<file path="src/rtl/core/sqs_pkg.sv">
`default_nettype none
// ----------------------------------------------------------------------------
// sqs_pkg: shared types and constants
// Request codes, controller states, command and status bundles and the
// stream field layout for the shift queue with search.
// ----------------------------------------------------------------------------
package sqs_pkg;

  localparam int KEY_W       = 32;
  localparam int REQ_W       = 2;
  localparam int POS_W       = 4;
  localparam int FILL_W      = 5;
  localparam int IN_TDATA_W  = 40;  // req_type + key, padded to bytes
  localparam int OUT_TDATA_W = 16;  // ok + position + fill_count, padded

  typedef enum logic [REQ_W-1:0] {
    REQ_INSERT = 2'd0,
    REQ_REMOVE = 2'd1,
    REQ_SEARCH = 2'd2
  } sqs_req_t;

  typedef enum logic [1:0] {
    ST_IDLE,
    ST_SCAN,
    ST_EMIT
  } sqs_state_t;

  typedef struct packed {
    logic exec;   // apply the request just transferred
    logic scan;   // examine one match bit
    logic emit;   // load the output register
  } sqs_cmd_t;

  typedef struct packed {
    logic is_search;  // request on the input port is a search
    logic scan_done;  // match found at the scan head, or no match left
    logic out_free;   // output register can take a result this cycle
  } sqs_status_t;

endpackage : sqs_pkg
`default_nettype wire

</file>
<file path="src/rtl/core/sqs_ctrl.sv">
`default_nettype none
// ----------------------------------------------------------------------------
// sqs_ctrl: request sequencer
// Accepts one request at a time, steps the search scan and hands the result
// to the output register.
// ----------------------------------------------------------------------------
module sqs_ctrl (
  input  wire logic              clk,
  input  wire logic              rst_n,
  input  wire logic              in_tvalid,
  output logic                   in_tready,
  input  wire sqs_pkg::sqs_status_t status,
  output sqs_pkg::sqs_cmd_t      cmd
);
  import sqs_pkg::*;

  sqs_state_t state_r;
  sqs_state_t state_nxt;
  logic       accept;

  always_ff @(posedge clk) begin
    if (!rst_n) begin
      state_r <= ST_IDLE;
    end else begin
      state_r <= state_nxt;
    end
  end

  always_comb begin
    state_nxt = state_r;
    in_tready = 1'b0;
    accept    = 1'b0;
    cmd       = '0;
    case (state_r)
      ST_IDLE: begin
        in_tready = 1'b1;
        accept    = in_tvalid;
        cmd.exec  = accept;
        if (accept) begin
          state_nxt = status.is_search ? ST_SCAN : ST_EMIT;
        end
      end
      ST_SCAN: begin
        cmd.scan = 1'b1;
        if (status.scan_done) begin
          state_nxt = ST_EMIT;
        end
      end
      ST_EMIT: begin
        cmd.emit = status.out_free;
        if (status.out_free) begin
          state_nxt = ST_IDLE;
        end
      end
      default: begin
        state_nxt = ST_IDLE;
      end
    endcase
  end

endmodule : sqs_ctrl
`default_nettype wire

</file>
<file path="src/rtl/core/sqs_datapath.sv">
`default_nettype none
// ----------------------------------------------------------------------------
// sqs_datapath: shift-register queue, match vector and result register
// Cells hold the keys from the head; a remove shifts every cell forward.
// A search latches one compare per cell, then walks the match vector.
// ----------------------------------------------------------------------------
module sqs_datapath #(
  parameter int DEPTH = 16
) (
  input  wire logic                                 clk,
  input  wire logic                                 rst_n,
  input  wire logic [sqs_pkg::IN_TDATA_W-1:0]       in_tdata,
  output logic                                      out_tvalid,
  input  wire logic                                 out_tready,
  output logic [sqs_pkg::OUT_TDATA_W-1:0]           out_tdata,
  input  wire sqs_pkg::sqs_cmd_t                    cmd,
  output sqs_pkg::sqs_status_t                      status
);
  import sqs_pkg::*;

  localparam int IdxW = $clog2(DEPTH);
  localparam int CntW = $clog2(DEPTH + 1);

  logic [KEY_W-1:0] cell_r [DEPTH];
  logic [CntW-1:0]  count_r;
  logic [CntW-1:0]  count_nxt;
  logic [DEPTH-1:0] match_r;
  logic [DEPTH-1:0] match_nxt;
  logic [IdxW-1:0]  scan_pos_r;
  logic             ok_r;
  logic [IdxW-1:0]  pos_r;

  logic             out_valid_r;
  logic             out_ok_r;
  logic [POS_W-1:0] out_pos_r;
  logic [FILL_W-1:0] out_fill_r;

  sqs_req_t         req;
  logic [KEY_W-1:0] key;
  logic             full;
  logic             empty;
  logic             do_insert;
  logic             do_remove;
  logic [31:0]      pos_ext;
  logic [31:0]      cnt_ext;

  assign req   = sqs_req_t'(in_tdata[REQ_W-1:0]);
  assign key   = in_tdata[REQ_W +: KEY_W];
  assign full  = (count_r == CntW'(DEPTH));
  assign empty = (count_r == '0);

  always_comb begin
    do_insert = 1'b0;
    do_remove = 1'b0;
    case (req)
      REQ_INSERT: do_insert = cmd.exec && !full;
      REQ_REMOVE: do_remove = cmd.exec && !empty;
      default:    ;
    endcase
  end

  always_comb begin
    count_nxt = count_r;
    if (do_insert) begin
      count_nxt = count_r + CntW'(1);
    end else if (do_remove) begin
      count_nxt = count_r - CntW'(1);
    end
  end

  // one compare per valid cell
  always_comb begin
    for (int i = 0; i < DEPTH; i++) begin
      match_nxt[i] = (CntW'(i) < count_r) && (cell_r[i] == key);
    end
  end

  // cells: load at the tail on insert, shift toward the head on remove
  always_ff @(posedge clk) begin
    for (int i = 0; i < DEPTH; i++) begin
      if (do_insert && (count_r == CntW'(i))) begin
        cell_r[i] <= key;
      end else if (do_remove && (i < DEPTH - 1)) begin
        cell_r[i] <= cell_r[(i < DEPTH - 1) ? i + 1 : i];
      end
    end
  end

  always_ff @(posedge clk) begin
    if (!rst_n) begin
      count_r <= '0;
    end else begin
      count_r <= count_nxt;
    end
  end

  // request result and search walk
  always_ff @(posedge clk) begin
    if (cmd.exec) begin
      match_r    <= match_nxt;
      scan_pos_r <= '0;
      pos_r      <= '0;
      ok_r       <= do_insert || do_remove;
    end else if (cmd.scan) begin
      if (match_r[0]) begin
        ok_r  <= 1'b1;
        pos_r <= scan_pos_r;
      end else begin
        match_r    <= match_r >> 1;
        scan_pos_r <= scan_pos_r + IdxW'(1);
      end
    end
  end

  assign pos_ext = 32'(pos_r);
  assign cnt_ext = 32'(count_r);

  // output register
  always_ff @(posedge clk) begin
    if (!rst_n) begin
      out_valid_r <= 1'b0;
    end else if (cmd.emit) begin
      out_valid_r <= 1'b1;
    end else if (out_tready) begin
      out_valid_r <= 1'b0;
    end
  end

  always_ff @(posedge clk) begin
    if (cmd.emit) begin
      out_ok_r   <= ok_r;
      out_pos_r  <= pos_ext[POS_W-1:0];
      out_fill_r <= cnt_ext[FILL_W-1:0];
    end
  end

  assign out_tvalid = out_valid_r;
  assign out_tdata  = {{(OUT_TDATA_W - 1 - POS_W - FILL_W){1'b0}},
                       out_fill_r, out_pos_r, out_ok_r};

  assign status.is_search = (req == REQ_SEARCH);
  assign status.scan_done = match_r[0] || (match_r == '0);
  assign status.out_free  = !out_valid_r || out_tready;

endmodule : sqs_datapath
`default_nettype wire

</file>
<file path="src/rtl/core/shift_queue_with_search_core.sv">
`default_nettype none
// ----------------------------------------------------------------------------
// shift_queue_with_search_core: FIFO of signed keys with associative search
// Sequence: an insert, remove or unused code goes from idle straight to emit,
//   where the result loads the output register; a search passes the scan state
//   first, a one-bit-a-cycle walk of the match vector that stops at a match.
// A new request is taken only in idle, after the output register has taken the
//   last result; that load waits while out_tready holds the output register.
// Reset (rst_n low, synchronous): the queue empties and the output register
//   drops its result; the key cells keep their contents.
// ----------------------------------------------------------------------------
module shift_queue_with_search_core #(
  parameter int DEPTH = 16
) (
  input  wire logic                            clk,
  input  wire logic                            rst_n,
  // request channel
  input  wire logic                            in_tvalid,
  output logic                                 in_tready,
  input  wire logic [sqs_pkg::IN_TDATA_W-1:0]  in_tdata,   // req_type[1:0], key[33:2]
  // result channel
  output logic                                 out_tvalid,
  input  wire logic                            out_tready,
  output logic [sqs_pkg::OUT_TDATA_W-1:0]      out_tdata   // ok[0], position[4:1],
                                                           // fill_count[9:5]
);
  import sqs_pkg::*;

  sqs_cmd_t    cmd;
  sqs_status_t status;

  // Controller: take a request only in idle, step the search walk, and
  // hold the result until the output register frees up.
  sqs_ctrl u_ctrl (
    .clk       (clk),
    .rst_n     (rst_n),
    .in_tvalid (in_tvalid),
    .in_tready (in_tready),
    .status    (status),
    .cmd       (cmd)
  );

  // Datapath: the key cells, fill count, match vector and the output
  // register that parts the result channel from the request side.
  sqs_datapath #(
    .DEPTH (DEPTH)
  ) u_dp (
    .clk        (clk),
    .rst_n      (rst_n),
    .in_tdata   (in_tdata),
    .out_tvalid (out_tvalid),
    .out_tready (out_tready),
    .out_tdata  (out_tdata),
    .cmd        (cmd),
    .status     (status)
  );

endmodule : shift_queue_with_search_core
`default_nettype wire
</file>
<file path="config.mk">
export PLATFORM = sky130hd
export DESIGN_NAME = shift_queue_with_search_core
export DESIGN_NICKNAME = d
export VERILOG_FILES = /design/src/rtl/core/sqs_pkg.sv /design/src/rtl/core/sqs_ctrl.sv /design/src/rtl/core/sqs_datapath.sv /design/src/rtl/core/shift_queue_with_search_core.sv
export SDC_FILE = /design/constraint.sdc
export NUM_CORES = 1
export LEC_CHECK = 0
export ABC_AREA = 1
export BUFFER_PORTS_ARGS = -buffer_cell sky130_fd_sc_hd__buf_2
export CAP_MARGIN = 20
export CORE_UTILIZATION = 50
export CTS_CLUSTER_DIAMETER = 80
export CTS_CLUSTER_SIZE = 40
export DETAILED_ROUTE_END_ITERATION = 16
export GPL_ROUTABILITY_DRIVEN = 0
export PLACE_DENSITY_LB_ADDON = 0.08
export SLEW_MARGIN = 25
export SYNTH_ARGS = -nofsm -noshare
export SYNTH_HDL_FRONTEND = slang
export SYNTH_HIERARCHICAL = 1
export SYNTH_SLANG_ARGS = --single-unit
</file>
<file path="constraint.sdc">
create_clock -name clk -period 16.2 [get_ports clk]
set_clock_uncertainty 0.05 [all_clocks]
set_input_delay 1.62 -clock clk [delete_from_list [all_inputs] [get_ports clk]]
set_output_delay 1.62 -clock clk [all_outputs]
set_load 0.05 [all_outputs]
</file>
-- Word level (Yosys, flattened, before mapping)
Memory sizes are Yosys's and may differ from the RTL's.
Cells that the tools add are included.
- add/subtract/negate cells: 3
- $mul: 0
- divide/modulo/power cells: 0
- $lt $le $gt $ge: 16
- equality and inequality tests: 40
- shift operators: 0
- multiplexer cells: 102
- bitwise logic cells: 16
- reductions and logical operators: 54
- operator list (kind ; number):
    $eq 32x32->1 ; 16
    $mux 32 ; 16
    $mux 1 ; 75
    $mux 16 ; 3
    $eq 5x4->1 const B ; 8
    $lt 4x5->1 const A ; 8
    $logic_and 1x1->1 ; 34
    $reduce_or 32->1 ; 1
    $eq 5x3->1 const B ; 4
    $lt 3x5->1 const A ; 4
    $logic_not 16->1 ; 1
    $or 1x1->1 ; 15
    $eq 5x2->1 const B ; 2
    $lt 1x5->1 const A ; 2
    $lt 2x5->1 const A ; 2
    $mux 5 ; 2
    $mux 2 ; 4
    $reduce_and 2->1 ; 4
    $reduce_bool 2->1 ; 4
    $pmux 2 s3 ; 1
    $add 5x1->5 const B ; 1
    $eq 5x1->1 const B ; 1
    $eq 5x5->1 const B ; 1
    $logic_not 5->1 ; 1
    12 further kinds ; 21
- register bits after elaboration: 43
- bits in latches: 0
- RAM bits: 512
- bits in read-only memories: 0
- input bits: 44
- word-level logic and storage cells: 243
- memories kept: 1
- memories (memory ; words ; bits a word ; read ports ; clocked after memory_dff ; wr ports ; RTL line ; RTL):
    u_dp.cell_r ; 16 ; 32 ; 16 ; 0 ; 15 ; sqs_datapath.sv:24 ; logic [KEY_W-1:0] cell_r [DEPTH];

-- Logic depth before layout (Yosys ltp)
Gate-level depths: netlist (run 1).
- depth in word-level cells: 9
- depth in mapped cells: 12
- mapped depth without buffers: 10

-- Modules after synthesis
Netlist (run 1), hierarchy kept.
- modules (own cells, without submodules) (module ; instances ; cells each ; area each (sq um)):
    sqs_datapath ; 1 ; 3455 ; 29711.0
    sqs_ctrl ; 1 ; 22 ; 145.1

-- Worst setup path after synthesis (run 1)
OpenSTA, ideal clock, no wires.
- path kind: input to register
- start: in in_tvalid
- end: mem u_dp.cell_r[7][0], in the netlist u_dp/cell_r[0][224], enable pin
- library setup time: 0.511 ns
- data arrival time: 5.944 ns
- path slack: 9.695 ns
- stages: 6
- path buffers: 0
- cells stage by stage: inv_1 nor3_1 inv_2 nor3_2 nand2_2 o41ai_1
- RTL lines (item ; RTL line ; RTL):
    start: declaration ; shift_queue_with_search_core.sv:18 ; input wire logic in_tvalid,
    end: declaration ; sqs_datapath.sv:24 ;

==> results of run 1 <==
==> routing by layer <==
layer | routed length [um] | vias to the layer above | global-route usage (%)
met4 | 3330 | 2 | 10.7
met1 | 41900 | 12000 | 48.7
met2 | 43200 | 1269 | 48.3
met5 | 12 | - | 0
met3 | 10100 | 139 | 4.53
li1 | - | 11200 | -
==> stage by stage <==
step,hold WS [ns],instance area [um2],std cells
after global placement,0.359,30500,4131
after CTS,0.381,31700,4194
after global routing,0.385,31700,4195
final,0.380,31700,4195
after floorplan,0.350,29900,3482
after detailed placement,0.358,30500,4131
==> layout make-up <==
class	count	area, um2
timing repair buffer	77	455
inverter	450	1690
tap	773	967
clock buffer	38	930
fill	5437	27300
sequential	555	16500
antenna	1	2.50
clock inverter	25	293
multi-input combinational	2276	10900
==> kinds of logic (layout without fill, tap and decap cells) <==
group           after synthesis  count (layout)  share of synthesized area (%)
simple gates               1662            1662                           23.3
buf+inv                     651             590                           9.02
flops                       555             555                           55.3
compound gates              454             454                           7.81
xor+xnor                    148             148                           4.34
fa+ha+maj                     6               6                          0.251
other cells                   1               7                         0.0126
==> cell usage after synthesis (2+ instances only) <==
cell type | instances | area, um2
nand2_2 | 35 | 219
clkbuf_1 | 38 | 143
o31ai_1 | 3 | 22.5
buf_4 | 11 | 82.6
nand4_1 | 95 | 594
o22ai_1 | 20 | 125
ha_1 | 6 | 75.1
nor4_1 | 3 | 18.8
nand2_1 | 1067 | 4010
clkinv_1 | 10 | 37.5
nand3b_1 | 3 | 22.5
or2_2 | 2 | 12.5
o21ai_1 | 17 | 85.1
nand3_1 | 214 | 1070
o21ai_0 | 380 | 1900
buf_2 | 137 | 686
nor2_2 | 2 | 12.5
a21oi_1 | 25 | 125
inv_2 | 5 | 18.8
inv_1 | 434 | 1630
buf_6 | 4 | 45.0
nor2_8 | 2 | 40.0
xnor2_1 | 107 | 937
buf_1 | 6 | 22.5
edfxtp_1 | 539 | 16200
nor2_1 | 222 | 833
xor2_1 | 41 | 359
o211ai_1 | 5 | 37.5
clkbuf_2 | 5 | 25.0
dfxtp_1 | 16 | 320
nor3_1 | 10 | 50.1
nand2_4 | 4 | 45.0
==> registers in the layout, indices dropped and copies added (netlist names) <==
name / flops
u_dp/match_r: 16
u_dp/out_fill_r: 5
u_ctrl/state_r: 2
u_dp/ok_r: 1
u_dp/cell_r: 512
u_dp/out_ok_r: 1
u_dp/count_r: 5
u_dp/out_pos_r: 4
u_dp/pos_r: 4
u_dp/scan_pos_r: 4
u_dp/out_tvalid: 1
==> path summary, 6_finish.rpt <==
kind	end	slack [ns]	cells past startpoint
worst min-delay path	u_dp/out_ok_r$_DFFE_PP_	0.38	0
worst min register to register	u_dp/out_ok_r$_DFFE_PP_	0.38	0
worst max-delay path	u_dp/cell_r[0][221]$_DFFE_PP_	11.35	10
worst max register to register	u_dp/cell_r[0][221]$_DFFE_PP_	11.71	7
==> worst max-delay path: cells and delay by family <==
family	cells	cell delay, ns
AO/OA/AOI/OAI	1	0.50
buffers and inverters	6	2.08
AND/OR/NAND/NOR	3	0.81
==> where the power goes <==
group	total [W]	internal (W)	switching, W
logic	0.000475	0.000108	0.000366
registers	0.00169	0.00166	0.0000343
clock network	0.00104	0.000477	0.000561
==> reports/qor.yml, run 1 <==
die:
  die_w_um: 246
  start_util_pct: 50.6
  coreArea_um2: 59000
  num_rows: 89
  die-area_um2: 60700
  ios: 62
  dieHeight_um: 246
grt:
  grt_pass1_vias: 22400
  grt_max_degree: 98
  grt_overflow: 0
  antenna_found_initial: 2
  grt_pass1_wl_um: 145000
  grt_usage_pct: 32.5
critical_path:
  endpoint_kind: "flop"
  cp.required_ns: 16.48
  r2r-start: "u_dp/count_r[1]$_SDFFE_PN0P_"
  crit_start: "in_tvalid"
  slowest_delay_ns: 0.88
  crit_chain: "buf_2 -> inv_1 -> nor3_1 -> buf_4 -> inv_2 -> nor2_8 -> nand2_8 -> buf_4 -> o21ai_4 -> buf_4"
  crit_type: "input port to flop"
  critPathArrivalTime_ns: 5.12
  critical_path.max_fanout: 97
  crit_path_start_kind: "input port"
  crit_slowest_cell: "buf_4"
  cpMostUsedCell: "buf_4"
logic_synthesis:
  ys_warn_count: 6
  netlist_instances: 3477
  ys.flop_type: "edfxtp_1"
  ys_async_sr_fraction_pct: 0
  synth_edf_count: 539
  avgSynthCellArea_um2: 8.59
  synth.cell_area_um2: 29900
  seq_area_frac_synth_pct: 55.3
  ys_seq_elements: 555
  synth_cell_types: 41
routing:
  totalWireLength_um: 98600
  drtIter0Drc: 3307
  num_vias: 24600
  vias_per_cell: 5.86
  wl_per_cell_um: 23.5
  drc: 0
  ant_nets: 0
  firstDrtPassIters: 6
timing:
  worst_slew_pin_slew_ns: 1.03
  drv_slew: 0
  maxSlewHeadroom_pct: 31.4
  hold_viol: 0
  fin_crit_ns: 4.85
  finalSetupTns_ns: 0
  max_freq_mhz: 206
  fin_ws_ns: 11.35
  fin_crit_sh_pct: 29.9
  setup_viol: 0
  rsz0062_at_grt: "no"
min_path:
  hp-start: "u_dp/ok_r$_SDFFCE_PN1P_"
  hold_class: "flop to flop"
final_layout:
  final_nets: 3445
  final_cell_mix: "1067 x nand2_1, 539 x edfxtp_1, 434 x inv_1"
  drive_above_1_share_pct: 6.05
  syn_to_final_growth_pct: 6.23
  final_common_cell: "nand2_1"
  fin_util_pct: 53.7
clocking:
  clockBufferDepth: 3
  clk_latency_ns: 0.60
  path_clk_slew_ns: 0.09
  htree_levels: 2
  cts.sinks: 555
  cts-root-buf: "clkbuf_16"
  cts_resized: 0
  cts_buffers: 35
  hold_buffers: 0
  postCtsSetupBuffers: 0
  cts_tree: "built"
power_and_ir_drop:
  power.density_nw_per_um2: 101
  max-vdd-ir-drop_mv: 0.0859
  power_leakage_nw: 12.9
  power_w: 0.00320
flow_run:
  maxCapViolCount: 0
place:
  dp_hpwl_um: 68000
  dpl_worst_slack_ns: 10.73
  port_buffers: 49
run_status:
  status: "finished, final reports clean"
No activity file was read; power rests on OpenSTA's default activity.
==> run 2: changes to the inputs <==
clock period = 4.3 ns   (was 16.2 ns; I/O delays follow)
==> run 2 against run 1 <==
Effect of this change:
- sequential power grew to 3.8 times the previous value
- critical path type is now flop to flop
- register-to-register slack worse by 11 ns
- worst setup slack worse by 10 ns
- die area stayed put
- cell count is 0.31% higher
- cell area is 0.77% higher
- sequential share of layout area is 0.40 points lower
- via count is 1.2% higher
- utilization is 0.41 points higher
- count of clock-buffer cells in the layout stayed put
- critical path depth is 2 lower
- largest power group unchanged
==> reports/qor.yml, run 2 (same netlist as run 1, synthesis figures left out) <==
critical_path:
  cp.required_ns: 4.52
  endpoint_kind: "flop"
  r2r-start: "u_dp/count_r[1]$_SDFFE_PN0P_"
  crit_type: "flop to flop"
  crit_chain: "inv_1 -> ha_1 -> nand3_1 -> nand2_2 -> inv_2 -> nand3_1 -> o21ai_4 -> buf_4"
  crit_end: "u_dp/cell_r[1][205]$_DFFE_PP_"
  slowest_delay_ns: 0.82
  crit_buf_inv: 3
  r2r_cells: 8
  crit_path_start_kind: "flop"
  r2r_setup_slack_ns: 0.96
  critical_path.max_fanout: 21
  critPathTopFamily: "compound AO/OA/AOI/OAI gates"
  reg2reg_to: "u_dp/cell_r[1][205]$_DFFE_PP_"
  crit_start: "u_dp/count_r[1]$_SDFFE_PN0P_"
  path_depth: 8
  critPathArrivalTime_ns: 3.57
  crit_slowest_cell: "o21ai_4"
  cpMostUsedCell: "nand3_1"
timing:
  fin_crit_sh_pct: 77.8
  maxSlewHeadroom_pct: 26.2
  hold_viol: 0
  fin_crit_ns: 3.34
  rsz0062_at_grt: "no"
  holdWs_ns: 0.0961
  max_freq_mhz: 299
  setup_viol: 0
  drv_slew: 0
  worst_slew_pin_slew_ns: 1.10
grt:
  use_met3_pct: 5.05
  grt_usage_pct: 32.9
  met2_usage_pct: 49.4
  grt_pass1_vias: 22900
  grt_overflow: 0
  grt_max_degree: 153
  grt_pass1_wl_um: 147000
  met1_usage_pct: 48.5
  antenna_found_initial: 0
  busiest_layer: "met2"
clocking:
  postCtsSetupBuffers: 0
  cts_resized: 0
  hold_buffers: 0
  cts_buffers: 35
  clockBufferDepth: 3
  clk_latency_ns: 0.60
  path_clk_slew_ns: 0.09
  htree_levels: 2
  cts_tree: "built"
  cts.sinks: 555
  cts-root-buf: "clkbuf_16"
flow_run:
  maxCapViolCount: 0
final_layout:
  largest_reg_flops: 512
  final_cell_mix: "1067 x nand2_1, 539 x edfxtp_1, 434 x inv_1"
  regMostFlops: "u_dp/cell_r"
  final_common_cell: "nand2_1"
  nFillCells: 5418
  top_regs: "u_dp/cell_r x512, u_dp/match_r x16"
  diodes: 0
  syn_to_final_growth_pct: 7.05
  final_nets: 3459
  fin_area_um2: 32000
  drive_above_1_share_pct: 6.43
run_status:
  status: "finished, final reports clean"
routing:
  num_vias: 24900
  firstDrtPassIters: 8
  vias_per_cell: 5.91
  ant_nets: 0
  wl_per_cell_um: 23.9
  totalWireLength_um: 101000
  drc: 0
  drtIter0Drc: 3364
min_path:
  hp-start: "out_tready"
  hold_class: "input port to flop"
die:
  dieHeight_um: 246
  die_w_um: 246
  ios: 62
  start_util_pct: 50.6
  coreArea_um2: 59000
  die-area_um2: 60700
  num_rows: 89
power_and_ir_drop:
  max-vdd-ir-drop_mv: 0.294
  power.density_nw_per_um2: 376
  power_leakage_nw: 13.1
place:
  dp_hpwl_um: 69700
  dpl_cell_area_um2: 30700
  port_buffers: 49
## run 2: changes by cell type in the layout (fill, tap and decap cells not counted), sizes merged
cell and delta:
buf +14, bufinv -1, clkinv +1, diode -1
## run 2: tightest hold or removal path, cell delays in order
cell and delay (ns):
buf_2 0.07, inv_1 0.03, nand2_1 0.08, a21oi_1 0.07
## run 2: how the worst min path moves through the flow
stage | endpoint | slack [ns] | depth (start not counted)
6_report | u_dp/out_tvalid$_SDFFE_PN0P_ | 0.1 | 4
5_1_grt | u_ctrl/state_r[0]$_SDFFE_PN0P_ | 0.11 | 3
4_1_cts | u_dp/out_tvalid$_SDFFE_PN0P_ | 0.08 | 4
3_5_place_dp | u_dp/out_ok_r$_DFFE_PP_ | 0.36 | 0
3_3_place_gp | u_dp/out_ok_r$_DFFE_PP_ | 0.36 | 0
2_1_floorplan | u_dp/out_ok_r$_DFFE_PP_ | 0.35 | 0
## run 2: cell type report
type | count | area [um2] | area share (%)
flip-flops and latches | 555 | 16500 | 51.6
multi-input cells | 2276 | 10900 | 34.0
inverters | 450 | 1690 | 5.29
well taps | 773 | 967 | 3.03
clock buffers | 38 | 930 | 2.91
repair buffers | 91 | 734 | 2.30
clock inverters | 25 | 251 | 0.787
## run 2: report_power, final
part	internal (W)	switching, W
Combinational	0.000439	0.00141
Clock	0.00172	0.00208
Sequential	0.00624	0.000127
## run 2: stage by stage
stage	std cells	total power, W	setup WS [ns]	TNS [ns]	util [%]
final	4208	0.0120	0.956	0	54.2
after global routing	4208	0.0124	0.872	0	54.2
after CTS	4205	0.0120	0.715	0	54.0
after detailed placement	4142	0.00828	0.743	0	52.0
after global placement	4137	0.00823	0.696	0	51.9
after floorplan	3482	0.00764	-0.275	-29.49	-
## run 2: routing by layer
| metal | vias up | share of wire (%) |
|---|---|---|
| met5 | - | 0 |
| met4 | 0 | 3.2 |
| met3 | 141 | 11 |
| met2 | 1396 | 44 |
| met1 | 12100 | 42 |
| li1 | 11200 | - |
